[src/hdl/ibf_pkg.sv]
// Types, constants and helper functions of the image border fill block.
`timescale 1ns / 1ps

package ibf_pkg;

    localparam int SIZE_W   = 13;   // width of the size registers
    localparam int BORD_W   = 2;    // width of the border size registers
    localparam int MODE_W   = 2;
    localparam int DATA_W   = 32;
    localparam int POS_W    = 14;   // two's complement border coordinates
    localparam int OFS_W    = 4;    // signed offset -3..+3 around a pixel
    localparam int CMP_W    = 17;   // holds any size up to 65536
    localparam int IDX_W    = 3;
    localparam int OUT_W    = 64;   // pos_x, pos_y, write_value, zero fill

    localparam int DEF_MAX_WIDTH  = 4096;
    localparam int DEF_MAX_HEIGHT = 4096;
    localparam int DEF_MAX_BORDER = 3;

    localparam logic [MODE_W-1:0] MODE_CONST = 2'd1;
    localparam logic [MODE_W-1:0] MODE_REPL  = 2'd2;

    typedef enum logic [IDX_W-1:0] {
        REG_WIDTH  = 3'd0,
        REG_HEIGHT = 3'd1,
        REG_LEFT   = 3'd2,
        REG_RIGHT  = 3'd3,
        REG_TOP    = 3'd4,
        REG_BOTTOM = 3'd5,
        REG_MODE   = 3'd6,
        REG_FILL   = 3'd7
    } cfg_reg_t;

    typedef struct packed {
        logic [SIZE_W-1:0] image_width;
        logic [SIZE_W-1:0] image_height;
        logic [BORD_W-1:0] border_left;
        logic [BORD_W-1:0] border_right;
        logic [BORD_W-1:0] border_top;
        logic [BORD_W-1:0] border_bottom;
        logic [MODE_W-1:0] pad_mode;
        logic [DATA_W-1:0] fill_value;
    } cfg_t;

    // One edge pixel's worth of border writes.
    typedef struct packed {
        logic [POS_W-1:0]  base_x;
        logic [POS_W-1:0]  base_y;
        logic [BORD_W-1:0] ext_left;
        logic [BORD_W-1:0] ext_right;
        logic [BORD_W-1:0] ext_top;
        logic [BORD_W-1:0] ext_bottom;
        logic [DATA_W-1:0] value;
    } job_t;

    typedef struct packed {
        logic signed [OFS_W-1:0] x;
        logic signed [OFS_W-1:0] y;
    } ofs_t;

    function automatic logic signed [OFS_W-1:0] ofs_of(logic [BORD_W-1:0] b);
        return $signed({{(OFS_W-BORD_W){1'b0}}, b});
    endfunction

    // Advance one place in row-major order over the write rectangle.
    function automatic ofs_t ofs_step(ofs_t p, logic [BORD_W-1:0] dl,
                                      logic [BORD_W-1:0] dr);
        ofs_t q;
        q.x = p.x + 4'sd1;
        q.y = p.y;
        if (q.x > ofs_of(dr))
        begin
            q.x = -ofs_of(dl);
            q.y = p.y + 4'sd1;
        end
        return q;
    endfunction

    // Advance, stepping over the pixel's own place.
    function automatic ofs_t ofs_next(ofs_t p, logic [BORD_W-1:0] dl,
                                      logic [BORD_W-1:0] dr);
        ofs_t q;
        q = ofs_step(p, dl, dr);
        if (q.x == 4'sd0 && q.y == 4'sd0)
        begin
            q = ofs_step(q, dl, dr);
        end
        return q;
    endfunction

endpackage

[src/hdl/ibf_queue.sv]
// Two-entry queue of border jobs between the classifier and the write engine.
`timescale 1ns / 1ps

module ibf_queue
    import ibf_pkg::*;
(
    input  logic clk,
    input  logic rst_n,
    input  logic push,
    input  job_t push_data,
    input  logic pop,
    output job_t pop_data,
    output logic full,
    output logic not_empty
);

    job_t       mem [2];
    logic       wr_ptr_reg, wr_ptr_next;
    logic       rd_ptr_reg, rd_ptr_next;
    logic [1:0] count_reg, count_next;

    assign full      = (count_reg == 2'd2);
    assign not_empty = (count_reg != 2'd0);
    assign pop_data  = mem[rd_ptr_reg];

    always_comb
    begin
        wr_ptr_next = push ? ~wr_ptr_reg : wr_ptr_reg;
        rd_ptr_next = pop ? ~rd_ptr_reg : rd_ptr_reg;
        count_next  = count_reg + {1'b0, push} - {1'b0, pop};
    end

    always_ff @(posedge clk or negedge rst_n)
    begin
        if (!rst_n)
        begin
            wr_ptr_reg <= 1'b0;
            rd_ptr_reg <= 1'b0;
            count_reg  <= 2'd0;
        end
        else
        begin
            wr_ptr_reg <= wr_ptr_next;
            rd_ptr_reg <= rd_ptr_next;
            count_reg  <= count_next;
        end
    end

    always_ff @(posedge clk)
    begin
        if (push)
        begin
            mem[wr_ptr_reg] <= push_data;
        end
    end

endmodule

[src/hdl/ibf_front.sv]
// Pixel classifier: tracks the raster position and queues a job for edge pixels.
`timescale 1ns / 1ps

module ibf_front
    import ibf_pkg::*;
#(
    parameter int MAX_WIDTH  = DEF_MAX_WIDTH,
    parameter int MAX_HEIGHT = DEF_MAX_HEIGHT,
    parameter int MAX_BORDER = DEF_MAX_BORDER
)
(
    input  logic              clk,
    input  logic              rst_n,
    input  cfg_t              cfg,
    input  logic              s_axis_tvalid,
    output logic              s_axis_tready,
    input  logic [DATA_W-1:0] s_axis_tdata,
    input  logic              q_full,
    output logic              q_push,
    output job_t              q_data
);

    localparam int CW = (MAX_WIDTH > 1) ? $clog2(MAX_WIDTH) : 1;
    localparam int RW = (MAX_HEIGHT > 1) ? $clog2(MAX_HEIGHT) : 1;

    logic [CW-1:0]    col_reg, col_next, col_eff;
    logic [RW-1:0]    row_reg, row_next, row_eff;
    logic [CMP_W-1:0] w_eff, h_eff, col_inc, row_inc;
    logic [BORD_W-1:0] bl, br, bt, bb;
    logic             accept, mode_ok, at_left, at_right, at_top, at_bottom;

    function automatic logic [CMP_W-1:0] clamp_size(logic [SIZE_W-1:0] v,
                                                     logic [CMP_W-1:0] maxv);
        logic [CMP_W-1:0] e;
        e = CMP_W'(v);
        if (e == '0)
        begin
            return CMP_W'(1);
        end
        else if (e > maxv)
        begin
            return maxv;
        end
        return e;
    endfunction

    function automatic logic [BORD_W-1:0] clamp_bord(logic [BORD_W-1:0] v);
        if (v > BORD_W'(MAX_BORDER))
        begin
            return BORD_W'(MAX_BORDER);
        end
        return v;
    endfunction

    assign s_axis_tready = !q_full;
    assign accept        = s_axis_tvalid && s_axis_tready;
    assign mode_ok       = (cfg.pad_mode == MODE_CONST) || (cfg.pad_mode == MODE_REPL);

    always_comb
    begin
        w_eff = clamp_size(cfg.image_width, CMP_W'(MAX_WIDTH));
        h_eff = clamp_size(cfg.image_height, CMP_W'(MAX_HEIGHT));
        bl    = clamp_bord(cfg.border_left);
        br    = clamp_bord(cfg.border_right);
        bt    = clamp_bord(cfg.border_top);
        bb    = clamp_bord(cfg.border_bottom);

        // restart a counter left outside the region by a size change
        col_eff = (CMP_W'(col_reg) >= w_eff) ? '0 : col_reg;
        row_eff = (CMP_W'(row_reg) >= h_eff) ? '0 : row_reg;
        col_inc = CMP_W'(col_eff) + CMP_W'(1);
        row_inc = CMP_W'(row_eff) + CMP_W'(1);

        at_left   = (col_eff == '0);
        at_right  = (col_inc == w_eff);
        at_top    = (row_eff == '0);
        at_bottom = (row_inc == h_eff);

        col_next = col_reg;
        row_next = row_reg;
        if (accept)
        begin
            if (col_inc >= w_eff)
            begin
                col_next = '0;
                row_next = (row_inc >= h_eff) ? '0 : RW'(row_inc);
            end
            else
            begin
                col_next = CW'(col_inc);
                row_next = row_eff;
            end
        end

        q_data.base_x     = POS_W'(col_eff);
        q_data.base_y     = POS_W'(row_eff);
        q_data.ext_left   = at_left   ? bl : '0;
        q_data.ext_right  = at_right  ? br : '0;
        q_data.ext_top    = at_top    ? bt : '0;
        q_data.ext_bottom = at_bottom ? bb : '0;
        q_data.value      = (cfg.pad_mode == MODE_CONST) ? cfg.fill_value : s_axis_tdata;

        q_push = accept && mode_ok &&
                 ((q_data.ext_left | q_data.ext_right | q_data.ext_top
                   | q_data.ext_bottom) != '0);
    end

    always_ff @(posedge clk or negedge rst_n)
    begin
        if (!rst_n)
        begin
            col_reg <= '0;
            row_reg <= '0;
        end
        else
        begin
            col_reg <= col_next;
            row_reg <= row_next;
        end
    end

endmodule

[src/hdl/ibf_back.sv]
// Write engine: walks one job's border rectangle and drives the result register.
`timescale 1ns / 1ps

module ibf_back
    import ibf_pkg::*;
(
    input  logic             clk,
    input  logic             rst_n,
    input  logic             q_not_empty,
    input  job_t             q_data,
    output logic             q_pop,
    output logic             m_axis_tvalid,
    input  logic             m_axis_tready,
    output logic [OUT_W-1:0] m_axis_tdata,
    output logic             m_axis_tlast
);

    job_t              job_reg;
    ofs_t              cur_reg, cur_next, start_ofs;
    logic              busy_reg, busy_next;
    logic              valid_reg, valid_next;
    logic [POS_W-1:0]  pos_x_reg, pos_y_reg;
    logic [DATA_W-1:0] value_reg;
    logic              last_reg;
    logic              out_free, emit, load, is_last;

    assign out_free = !valid_reg || m_axis_tready;
    assign emit     = busy_reg && out_free;
    assign load     = !busy_reg && q_not_empty;
    assign q_pop    = load;

    always_comb
    begin
        start_ofs.x = -ofs_of(q_data.ext_left);
        start_ofs.y = -ofs_of(q_data.ext_top);
        if (start_ofs.x == 4'sd0 && start_ofs.y == 4'sd0)
        begin
            start_ofs = ofs_step(start_ofs, q_data.ext_left, q_data.ext_right);
        end

        cur_next = ofs_next(cur_reg, job_reg.ext_left, job_reg.ext_right);
        is_last  = (cur_next.y > ofs_of(job_reg.ext_bottom));

        busy_next  = busy_reg;
        valid_next = valid_reg && !m_axis_tready;
        if (load)
        begin
            busy_next = 1'b1;
        end
        else if (emit)
        begin
            valid_next = 1'b1;
            busy_next  = !is_last;
        end
    end

    always_ff @(posedge clk or negedge rst_n)
    begin
        if (!rst_n)
        begin
            busy_reg  <= 1'b0;
            valid_reg <= 1'b0;
        end
        else
        begin
            busy_reg  <= busy_next;
            valid_reg <= valid_next;
        end
    end

    always_ff @(posedge clk)
    begin
        if (load)
        begin
            job_reg <= q_data;
            cur_reg <= start_ofs;
        end
        else if (emit)
        begin
            cur_reg   <= cur_next;
            pos_x_reg <= job_reg.base_x + POS_W'(cur_reg.x);
            pos_y_reg <= job_reg.base_y + POS_W'(cur_reg.y);
            value_reg <= job_reg.value;
            last_reg  <= is_last;
        end
    end

    assign m_axis_tvalid = valid_reg;
    assign m_axis_tdata  = {{(OUT_W-2*POS_W-DATA_W){1'b0}}, value_reg, pos_y_reg, pos_x_reg};
    assign m_axis_tlast  = last_reg;

endmodule

[src/hdl/image_border_fill.sv]
// Top level of the image border fill block: configuration registers and wiring.
`timescale 1ns / 1ps

// Image border fill, constant or clamp-to-edge padding of one plane.
//
// Input channel s_axis: one transaction per pixel of the valid region, in
// raster order. Output channel m_axis: one transaction per border write,
// tlast high on the final write caused by a pixel. Interior pixels, mode
// codes other than constant and replicate, and zero borders cause no writes.
// Configuration: cfg_wr_en, cfg_index (register 0..7), cfg_data; write only
// while the block is idle.
//
// Throughput: a pixel that causes no writes is taken every cycle while the
// queue is not full. An edge pixel becomes a job in a two-entry queue; the
// write engine emits one write per cycle while the receiver is ready, and
// emits nothing while it loads a job. The pixel's own place is skipped
// without an emit. Input stalls only while the queue is full. A first write
// goes through the queue, the job register and then the result register.
// Reset clears the row and column counters, empties the queue and the
// result register, and loads the configuration reset values. A stalled
// receiver holds the result register; the engine and then the queue back up.

module image_border_fill
    import ibf_pkg::*;
#(
    parameter int MAX_WIDTH  = DEF_MAX_WIDTH,
    parameter int MAX_HEIGHT = DEF_MAX_HEIGHT,
    parameter int MAX_BORDER = DEF_MAX_BORDER
)
(
    input  logic              clk,
    input  logic              rst_n,
    input  logic              cfg_wr_en,
    input  logic [IDX_W-1:0]  cfg_index,
    input  logic [DATA_W-1:0] cfg_data,
    input  logic              s_axis_tvalid,
    output logic              s_axis_tready,
    input  logic [DATA_W-1:0] s_axis_tdata,   // [31:0] pixel_value
    output logic              m_axis_tvalid,
    input  logic              m_axis_tready,
    output logic [OUT_W-1:0]  m_axis_tdata,   // [13:0] pos_x, [27:14] pos_y,
                                              // [59:28] write_value, [63:60] zero
    output logic              m_axis_tlast    // last_write
);

    cfg_t cfg_reg;
    job_t q_in, q_out;
    logic q_push, q_pop, q_full, q_not_empty;

    // Capture register writes; an index is always one of the eight registers.
    always_ff @(posedge clk or negedge rst_n)
    begin
        if (!rst_n)
        begin
            cfg_reg.image_width   <= SIZE_W'(1);
            cfg_reg.image_height  <= SIZE_W'(1);
            cfg_reg.border_left   <= '0;
            cfg_reg.border_right  <= '0;
            cfg_reg.border_top    <= '0;
            cfg_reg.border_bottom <= '0;
            cfg_reg.pad_mode      <= '0;
            cfg_reg.fill_value    <= '0;
        end
        else if (cfg_wr_en)
        begin
            case (cfg_reg_t'(cfg_index))
                REG_WIDTH:  cfg_reg.image_width   <= cfg_data[SIZE_W-1:0];
                REG_HEIGHT: cfg_reg.image_height  <= cfg_data[SIZE_W-1:0];
                REG_LEFT:   cfg_reg.border_left   <= cfg_data[BORD_W-1:0];
                REG_RIGHT:  cfg_reg.border_right  <= cfg_data[BORD_W-1:0];
                REG_TOP:    cfg_reg.border_top    <= cfg_data[BORD_W-1:0];
                REG_BOTTOM: cfg_reg.border_bottom <= cfg_data[BORD_W-1:0];
                REG_MODE:   cfg_reg.pad_mode      <= cfg_data[MODE_W-1:0];
                REG_FILL:   cfg_reg.fill_value    <= cfg_data;
                default:    cfg_reg.fill_value    <= cfg_reg.fill_value;
            endcase
        end
    end

    // Classify pixels and advance the raster position.
    ibf_front #(
        .MAX_WIDTH  (MAX_WIDTH),
        .MAX_HEIGHT (MAX_HEIGHT),
        .MAX_BORDER (MAX_BORDER)
    ) u_front (
        .clk           (clk),
        .rst_n         (rst_n),
        .cfg           (cfg_reg),
        .s_axis_tvalid (s_axis_tvalid),
        .s_axis_tready (s_axis_tready),
        .s_axis_tdata  (s_axis_tdata),
        .q_full        (q_full),
        .q_push        (q_push),
        .q_data        (q_in)
    );

    // Decouple classification from the write engine.
    ibf_queue u_queue (
        .clk       (clk),
        .rst_n     (rst_n),
        .push      (q_push),
        .push_data (q_in),
        .pop       (q_pop),
        .pop_data  (q_out),
        .full      (q_full),
        .not_empty (q_not_empty)
    );

    // Emit the border writes of each queued job.
    ibf_back u_back (
        .clk           (clk),
        .rst_n         (rst_n),
        .q_not_empty   (q_not_empty),
        .q_data        (q_out),
        .q_pop         (q_pop),
        .m_axis_tvalid (m_axis_tvalid),
        .m_axis_tready (m_axis_tready),
        .m_axis_tdata  (m_axis_tdata),
        .m_axis_tlast  (m_axis_tlast)
    );

endmodule

[config.mk]
export PLATFORM = sky130hd
export DESIGN_NAME = image_border_fill
export DESIGN_NICKNAME = d
export VERILOG_FILES = /design/src/hdl/ibf_pkg.sv /design/src/hdl/ibf_queue.sv /design/src/hdl/ibf_front.sv /design/src/hdl/ibf_back.sv /design/src/hdl/image_border_fill.sv
export SDC_FILE = /design/constraint.sdc
export NUM_CORES = 1
export LEC_CHECK = 0
export BUFFER_PORTS_ARGS = -buffer_cell sky130_fd_sc_hd__buf_2
export CAP_MARGIN = 20
export CORE_MARGIN = 8
export CORE_UTILIZATION = 54
export CTS_BUF_LIST = sky130_fd_sc_hd__clkbuf_4 sky130_fd_sc_hd__clkbuf_8 sky130_fd_sc_hd__clkbuf_16
export DETAILED_ROUTE_END_ITERATION = 10
export PLACE_DENSITY_LB_ADDON = 0.2
export SLEW_MARGIN = 20
export SYNTH_ARGS = -nofsm -noshare
export SYNTH_HDL_FRONTEND = slang
export SYNTH_SLANG_ARGS = --single-unit
[constraint.sdc]
create_clock -name clk -period 7 [get_ports clk]
set_input_delay 1.05 -clock clk [delete_from_list [all_inputs] [get_ports clk]]
set_output_delay 1.05 -clock clk [all_outputs]
set_load 0.02 [all_outputs]
==> results of run 1 <==
## cell families after synthesis
family / count (synthesis) / synth area share
DFF: 357 / 0.6078
and+or+nand+nor: 285 / 0.08524
AOI/OAI and AO/OA: 181 / 0.07335
muxes: 160 / 0.1065
adders and majority gates: 102 / 0.07669
buffers and inverters: 94 / 0.02222
xor gates and xnor gates: 53 / 0.02802
other: 1 / 0.0002227
## through the flow
stage                     worst slack (ns)  utilization  total power [mW]  cells
after floorplan                     0.5657            -             5.963   1236
after global placement              0.8060       0.5866             6.767   1742
after detailed placement            0.5417       0.5866             6.857   1742
after CTS                           0.5060       0.6268             8.843   1813
after global routing               0.06378       0.6271             9.356   1814
final                               0.5872       0.6271             8.780   1814
## synth_stat cells (8+ instances only)
library cell and number:
nand2_1 68, nand3_1 30, o211ai_1 10, clkbuf_1 19, mux2_2 153, dfrtp_1 96
xnor2_1 37, nand4_1 8, a211oi_1 8, edfxtp_1 259, a21oi_1 31, xor2_1 15
ha_1 100, a31oi_1 17, nor4_1 10, and3_1 9, nor3_1 15, and2_1 22
o21a_1 13, o21ai_0 38, inv_1 58, nor2_1 74, buf_1 9, a22o_1 13
nor2b_1 11
## per-layer routing
layer | vias to the layer above | GRT usage | wire (µm)
li1 | 4907 | - | -
met3 | 38 | 0.03216 | 1614
met1 | 5048 | 0.2511 | 15540
met2 | 226 | 0.3138 | 16790
met5 | - | 0 | 11
met4 | 2 | 0.04671 | 537
## cell type report
type / instances / area, µm²
fill: 2383 / 11440
sequential: 357 / 10230
multi-input combinational: 785 / 6265
clock buffer: 51 / 1066
timing repair buffer: 145 / 780.7
tap: 396 / 495.5
inverter: 59 / 221.5
clock inverter: 20 / 167.7
antenna: 1 / 2.502
## worst register-to-register path, cell delays in order (launching register included)
cell and delay, ns:
dfrtp_1 0.40, nor4_1 0.30, a31oi_1 0.12, nor2_1 0.21, ha_1 0.28, nand2b_1 0.14, a211o_1 0.29, a21oi_1 0.14
o21ai_1 0.13, o21ai_1 0.15, buf_4 0.23, nand2_1 0.11, inv_1 0.15, ha_1 0.26, and3_1 0.29, nand3_1 0.13
nor4_1 0.40, ha_1 0.24, nand4_1 0.17, nor4_1 0.57, o21ai_0 0.20, and2_0 0.22, a311oi_4 0.39, and2_2 0.24
buf_4 0.31
## power breakdown
part	total, mW	internal (mW)	switching, mW
Clock	1.94	1.15	0.790
Combinational	3.45	1.39	2.05
Sequential	3.39	3.07	0.314
## how the worst min path moves through the flow
stage / cells after the start / end / slack (ns)
2_1_floorplan: 0 / u_back.value_reg[0] / 0.40
6_report: 0 / u_back.value_reg[20] / 0.41
5_1_grt: 0 / u_back.value_reg[20] / 0.42
4_1_cts: 0 / u_back.value_reg[20] / 0.41
3_3_place_gp: 0 / u_back.value_reg[29] / 0.40
3_5_place_dp: 0 / u_back.value_reg[15] / 0.40
## repair_timing
| action | 4_1_cts | 5_1_grt |
|---|---|---|
| endpoints found under the hold margin | 0 | 0 |
| endpoints found under the setup margin | 0 | 128 |
| hold buffers | 0 | 0 |
| resized for setup | 0 | 1 |
==> results_dict.tcl, run 1 <==
set metrics [dict create \
    status "finished, final reports clean" \
    io_buffer_count 134 \
    grt_usage 0.1873 \
    reg2reg_from "cfg_reg[43]" \
    synth_edf_count 259 \
    critical_path_depth 24 \
    synth_top_area_frac 0.4620 \
    power.leakage_nw 7.636 \
    final_cell_mix "edfxtp_1 (259), mux2_2 (153), buf_2 (133), ha_1 (99), dfrtp_1 (95)" \
    io_pins 139 \
    start_kind "register" \
    setup_viol 0 \
    cp_data_arrival_time_ns 6.61 \
    cp_max_fo 19 \
    finClkSkew_ns 0.01870 \
    crit_buf_inv 3 \
    die_w_um 192.6 \
    via_per_inst 5.635 \
    final_nets 1561 \
    htreeDepth 2 \
    ff2ff_path_depth 24 \
    hold_ws_ns 0.4105 \
    cts-root-buf "clkbuf_16" \
    max_slew_margin 0.3402 \
    clkSinkCount 357 \
    ant_nets 0 \
    first_global_vias 10420 \
    critical_path_class "register to register" \
    power_density_mw_per_mm2 456.5 \
    placed_area_mm2 0.01799 \
    area_growth_pct 14.23 \
    cts_tree "yes" \
    cpPeakStageDelay_ns 0.56 \
    largest_reg_flops 128 \
    synth-seq-cells 357 \
    synthFlopType "edfxtp_1" \
    cp-startpoint "cfg_reg[43]" \
    yosysSeqAreaShare 0.6078 \
    clkTransAtPathRegs_ns 0.06 \
    cts_setup_buffers 0 \
    synth_area_per_cell_um2 13.65 \
    place.gp.congestion 0.8596 \
    hold_path_startpoint "u_back.job_reg[20]" \
    grt-ovfl-total 0 \
    min_period_over_period 0.9161 \
    critical_path_required_ns 7.19 \
    final_common_cell "edfxtp_1" \
    hold_viol_final 0 \
    postSynth.asyncResetShare 0.2745 \
    worstHoldPathType "register to register" \
    wire_per_inst_um 19.01 \
    syn_area_mm2 0.01684 \
    die_h_um 192.6 \
    synth.distinct_cells 78 \
    antenna_found_initial 3 \
    ir_worst_vdd_v 0.0002719 \
    drive_gt1_frac 0.2788 \
    synthTopCellsByArea "edfxtp_1 (46%), dfrtp_1 (14%), mux2_2 (10%), ha_1 (7.4%), xnor2_1 (1.9%)" \
    drtIter0Drc 537 \
    core_mm2 0.03067 \
    end_kind "register" \
    worstSetupEndpoint "u_queue.mem[1][14]" \
    fmax_ghz 0.1559 \
    tightest_slew_ns 0.9843 \
    cts_made_buffers 39 \
    num_vias 10220 \
    netlist_instances 1233 \
    fin_area_mm2 0.01923 \
    dp.final_hpwl_um 23860 \
    grt_pass1_wl_um 55060 \
    initial_utilization 0.5490 \
    fp.dieArea_mm2 0.03709 \
    r2r_slack_ns 0.59 \
    ys_warn_count 0 \
    path_delay_family "simple AND/OR/NAND/NOR gates" \
    crit_slowest_cell "nor4_1" \
    clock_latency_ns 0.53 \
    period_minus_slack_ns 6.413 \
    totalNegativeSetupSlack_ns 0 \
    rsz0062_at_grt "no" \
    slew_violations 0 \
    firstDrtPassIters 5 \
    drt_wl_total_um 34490 \
    rows 64 \
    rr_endpoint "u_queue.mem[1][14]" \
    drc 0 \
    cts.path.max_buffers 3 \
    drv_cap 0 \
    synth_top_area_cell "edfxtp_1" \
    grt_max_degree 63 \
    crit_chain "nor4_1 -> a31oi_1 -> nor2_1 -> ha_1 -> nand2b_1 -> a211o_1 -> a21oi_1 -> o21ai_1 -> o21ai_1 -> buf_4 -> nand2_1 -> inv_1 -> ha_1 -> and3_1 -> nand3_1 -> nor4_1 -> ha_1 -> nand4_1 -> nor4_1 -> o21ai_0 -> and2_0 -> a311oi_4 -> and2_2 -> buf_4" \
]
Power figures use the tool's default switching activity.
==> run 2: changes to the inputs <==
- CORE_ASPECT_RATIO: unset -> 0.5
- CORE_UTILIZATION: 54 -> 57
- CTS_CLUSTER_SIZE: unset -> 24
- clock period: 7 -> 6.6 ns (I/O delays scaled with it)
==> run 2 against run 1 <==
Compared with the run above:
- sequential power up 5%
- highest routed layer is now met4
- first-iteration DRC count up 5.6%
- sequential share of layout area down 0.11 points
==> results_dict.tcl, run 2 (synthesis results as in run 1) <==
set metrics [dict create \
    drt_wl_total_um 35950 \
    fmax_ghz 0.1616 \
    cts-root-buf "clkbuf_16" \
    cts_tree "yes" \
    critical_path_required_ns 6.86 \
    power_density_mw_per_mm2 486.5 \
    end_kind "register" \
    slew_violations 0 \
    cp_max_fo 29 \
    antenna_found_initial 0 \
    r2r_slack_ns 0.41 \
    area_growth_pct 14.46 \
    worstHoldPathType "input pin to async pin" \
    grt_max_degree 73 \
    first_global_vias 10560 \
    via_per_inst 5.746 \
    diodes 0 \
    io_buffer_count 134 \
    io_pins 139 \
    drive_gt1_frac 0.2831 \
    num_vias 10370 \
    final_cell_mix "edfxtp_1 (259), mux2_2 (153), buf_2 (133), ha_1 (98), dfrtp_1 (95)" \
    cts.path.max_buffers 3 \
    setup_viol 0 \
    met1Wirelength_um 17060 \
    layout_setup_ws_ns 0.4101 \
    final_common_cell "edfxtp_1" \
    dp.final_hpwl_um 25070 \
    place_ws_ns 0.1810 \
    tightest_slew_ns 1.004 \
    clock_latency_ns 0.58 \
    final_nets 1562 \
    power.leakage_nw 7.649 \
    met2_length_um 16500 \
    ant_nets 0 \
    rows 44 \
    cpPeakStageDelay_ns 0.39 \
    firstDrtPassIters 5 \
    cp_data_arrival_time_ns 6.45 \
    fp.dieArea_mm2 0.03563 \
    start_kind "register" \
    period_minus_slack_ns 6.190 \
    initial_utilization 0.5803 \
    clkSinkCount 357 \
    ff2ff_path_depth 26 \
    core_mm2 0.02901 \
    wire_per_inst_um 19.93 \
    hold_viol_final 0 \
    htreeDepth 1 \
    hold_ws_ns 0.4199 \
    drtIter0Drc 567 \
    rr_endpoint "u_queue.mem[1][5]" \
    drv_cap 0 \
    drc 0 \
    cts_made_buffers 31 \
    max_slew_margin 0.3308 \
    grt-ovfl-total 0 \
    reg2reg_from "cfg_reg[58]" \
    grt_pass1_wl_um 56420 \
    grt_usage 0.1990 \
    highest_layer "met4" \
    hold_buffers 0 \
    power_mw 9.376 \
    finClkSkew_ns 0.01956 \
    die_w_um 259.1 \
    place.gp.congestion 0.8892 \
    die_h_um 137.5 \
    ir_worst_vdd_v 0.0003266 \
    wl_met3_um 1760 \
    largest_reg_flops 128 \
    min_period_over_period 0.9379 \
    critical_path_class "register to register" \
    status "finished, final reports clean" \
    clkTransAtPathRegs_ns 0.07 \
    crit_slowest_cell "dfrtp_1" \
]
-- run 2: final cells by class --
| class | instances | area, µm² |
|---|---|---|
| clock buffers | 42 | 889.6 |
| multi-input cells | 785 | 6276 |
| repair buffers | 154 | 890.9 |
| clock inverters | 16 | 270.3 |
| fillers | 2051 | 9742 |
| well taps | 391 | 489.2 |
| inverters | 59 | 221.5 |
| flip-flops and latches | 357 | 10230 |
-- run 2: per-stage QoR --
step	utilization	area [µm²]	TNS, ns	instances
global route	0.6642	19270	-0.6929	1804
finish	0.6642	19270	0	1804
CTS	0.6611	19180	0	1800
floorplan	-	16850	0	1236
global placement	0.6211	18020	0	1742
detailed placement	0.6211	18020	0	1742
-- run 2: report_power, final --
group / switching (mW) / leakage (nW) / internal [mW]
Sequential: 0.310 / 3.61 / 3.26
Clock: 0.815 / 0.578 / 1.22
Combinational: 2.27 / 3.46 / 1.50
-- run 2: worst max path at each step --
stage	startpoint	end	slack (ns)	depth (start not counted)
4_1_cts	cfg_reg[58]	u_queue.mem[1][5]	0.14	26
6_report	cfg_reg[58]	u_queue.mem[1][5]	0.41	26
5_1_grt	cfg_reg[58]	u_queue.mem[1][5]	-0.03	26
2_1_floorplan	cfg_reg[61]	u_queue.mem[0][0]	0.17	25
3_5_place_dp	cfg_reg[58]	u_queue.mem[1][54]	0.18	26
3_3_place_gp	cfg_reg[58]	u_queue.mem[1][9]	0.28	26
-- run 2: critical path: cells and delay by family, from the launching register on --
family,cells,cell delay (ns)
AND/OR/NAND/NOR,13,2.60
AO/OA/AOI/OAI,6,1.38
adder cells (fa/ha/maj),3,0.80
buffers and inverters,3,0.54
flip-flops,1,0.39
XOR/XNOR,1,0.16
-- run 2: layer usage --
layer,vias up,global-route usage
met2,258,0.3205
met3,51,0.03492
met1,5143,0.2824
li1,4913,-
met5,-,0
met4,0,0.04572
-- run 2: repair_timing --
item,4_1_cts,5_1_grt
buffers inserted,0,2
gates resized for setup,0,6
setup endpoints to repair,0,133
==> run 3: changes to the inputs <==
- ABC_AREA: unset -> 1
- CELL_PAD_IN_SITES_DETAIL_PLACEMENT: unset -> 0
- CELL_PAD_IN_SITES_GLOBAL_PLACEMENT: unset -> 2
- CORE_UTILIZATION: 57 -> 39
- PLACE_DENSITY: unset -> 0.76
- PLACE_DENSITY_LB_ADDON: 0.2 -> unset
==> run 3 against run 2 <==
Compared with the run above:
- flip-flop and latch count unchanged
- via count increased by 13%
- first-iteration DRC count increased by 38%
- largest power group unchanged
==> results_dict.tcl, run 3 <==
set metrics [dict create \
    status "finished, final reports clean" \
    max_slew_margin 0.3415 \
    clkTransAtPathRegs_ns 0.07 \
    cpPeakStageDelay_ns 0.51 \
    io_pins 139 \
    grt_max_degree 70 \
    firstDrtPassIters 5 \
    min_period_over_period 0.8976 \
    synth_most_common_cell "nand2_1" \
    start_kind "register" \
    synth.top_cells.by_count "nand2_1 (433), edfxtp_1 (259), inv_1 (182), nor2_1 (105), o21ai_0 (103)" \
    tightest_slew_ns 0.9877 \
    hold_viol_final 0 \
    postSynth.asyncResetShare 0.2745 \
    netlist_instances 1641 \
    cts_tree "yes" \
    critical_path_required_ns 6.80 \
    via_per_inst 4.872 \
    final_nets 1973 \
    die_h_um 164.0 \
    cts-root-buf "clkbuf_16" \
    worstHoldPathType "register to register" \
    first_global_vias 11830 \
    syn_area_mm2 0.01708 \
    yosysSeqAreaShare 0.5989 \
    grt_usage 0.1667 \
    clock_latency_ns 0.54 \
    grt_pass1_wl_um 67550 \
    cp_data_arrival_time_ns 6.12 \
    final_common_cell "nand2_1" \
    hold_buffers 0 \
    fmax_ghz 0.1688 \
    finClkSkew_ns 0.02391 \
    power_density_mw_per_mm2 501.2 \
    num_vias 11760 \
    drt_wl_total_um 42870 \
    rows 54 \
    htreeDepth 2 \
    place.gp.congestion 0.8292 \
    drv_cap 0 \
    synthFlopType "edfxtp_1" \
    clkSinkCount 357 \
    wire_per_inst_um 17.76 \
    fp.dieArea_mm2 0.05116 \
    power.leakage_nw 8.660 \
    critical_path_class "register to register" \
    synth-seq-cells 357 \
    core_mm2 0.04338 \
    final_cell_mix "nand2_1 (433), edfxtp_1 (259), inv_1 (180), buf_2 (133)" \
    drc 0 \
    end_kind "register" \
    grt-ovfl-total 0 \
    slew_violations 0 \
    ys_warn_count 0 \
    synth_top_area_cell "edfxtp_1" \
    synthTopCellsByArea "edfxtp_1 (46%), dfrtp_1 (14%), nand2_1 (9.5%), ha_1 (7.3%), inv_1 (4.0%)" \
    period_minus_slack_ns 5.924 \
    cp_common_cell "nand2_1" \
    cts_made_buffers 36 \
    area_growth_pct 15.62 \
    drive_gt1_frac 0.1550 \
    io_buffer_count 134 \
    diodes 0 \
    ant_nets 0 \
    antenna_found_initial 0 \
    synth_edf_count 259 \
    totalNegativeSetupSlack_ns 0 \
    drtIter0Drc 780 \
    cp_max_fo 43 \
    largest_reg_flops 128 \
    power_mw 9.900 \
    dp.final_hpwl_um 31700 \
    synth.distinct_cells 58 \
    synth_area_per_cell_um2 10.41 \
    rsz0062_at_grt "no" \
    initial_utilization 0.3939 \
    setup_viol 0 \
    ir_worst_vdd_v 0.0002098 \
    crit_slowest_cell "or4_1" \
    cts.path.max_buffers 3 \
    synth_top_area_frac 0.4553 \
    die_w_um 312.0 \
]
-- run 3: cell count changes after synthesis, sizes merged, moves of 12 or more --
cell,before,now
nand2,68,438
nor2,75,127
xor2,16,35
a22o,14,0
mux2,153,0
inv,58,193
o21ai,42,115
a21oi,32,80
o22ai,2,14
nand4,8,27
a31oi,17,4
and2,24,1
xnor2,37,11
-- run 3: cell families after synthesis --
group,synth area share
multiplexers,0.001172
AO/OA/AOI/OAI,0.08430
other,0.0002195
XOR/XNOR,0.02446
flip-flops,0.5989
buffers and inverters,0.05317
adder cells (fa/ha/maj),0.07558
AND/OR/NAND/NOR,0.1622
-- run 3: worst max-delay path, delay by kind of cell, from the launching register on --
family          cells  cell delay [ns]
simple gates       21             3.20
fa+ha+maj           3             0.90
buf+inv             6             0.75
flops               1             0.39
xor+xnor            1             0.20
compound gates      1             0.11
-- run 3: power breakdown --
group / internal, mW / switching [mW]
Clock: 1.19 / 0.881
Sequential: 3.26 / 0.278
Combinational: 1.41 / 2.87
-- run 3: through the flow --
stage	hold slack, ns	utilization	setup WS [ns]	std cells	area (µm²)
floorplan	0.4003	-	0.3258	1644	17100
global placement	0.4007	0.4262	0.4876	2343	18490
detailed placement	0.4045	0.4262	0.4628	2343	18490
CTS	0.4152	0.4540	0.4217	2408	19690
global route	0.4261	0.4554	0.01271	2414	19750
finish	0.4122	0.4554	0.6758	2414	19750
-- run 3: area by class of cell --
| class | instances | area [µm²] |
|---|---|---|
| multi-input cells | 1053 | 5989 |
| clock buffers | 45 | 980.9 |
| clock inverters | 20 | 221.5 |
| well taps | 588 | 735.7 |
| repair buffers | 154 | 852.1 |
| fillers | 4151 | 23620 |
| inverters | 197 | 739.5 |
| flip-flops and latches | 357 | 10230 |
-- run 3: routing by layer --
metal  global-route usage  up-vias  wire [µm]
met3              0.03253       50       1884
met5                    0        -          0
met4              0.03427        0        668
met2               0.2610      198      18620
li1                     -     5861          -
met1               0.2407     5652      21690
-- run 3: worst paths after layout --
kind | slack, ns | start | end | cells after the start
max | 0.68 | cfg_reg[60] | u_queue.mem[0][61] | 32
min | 0.41 | u_back.job_reg[8] | u_back.value_reg[8] | 0
max reg2reg | 0.68 | cfg_reg[60] | u_queue.mem[0][61] | 32
min reg2reg | 0.41 | u_back.job_reg[8] | u_back.value_reg[8] | 0
max in group asynchronous | 4.90 | rst_n | u_front.col_reg[9] | 2
min in group asynchronous | 0.57 | rst_n | cfg_reg[9] | 1
-- run 3: repair_timing --
item | in CTS | in global routing
gates resized for setup | 0 | 4
setup buffers | 0 | 6
endpoints found under the setup margin | 0 | 143
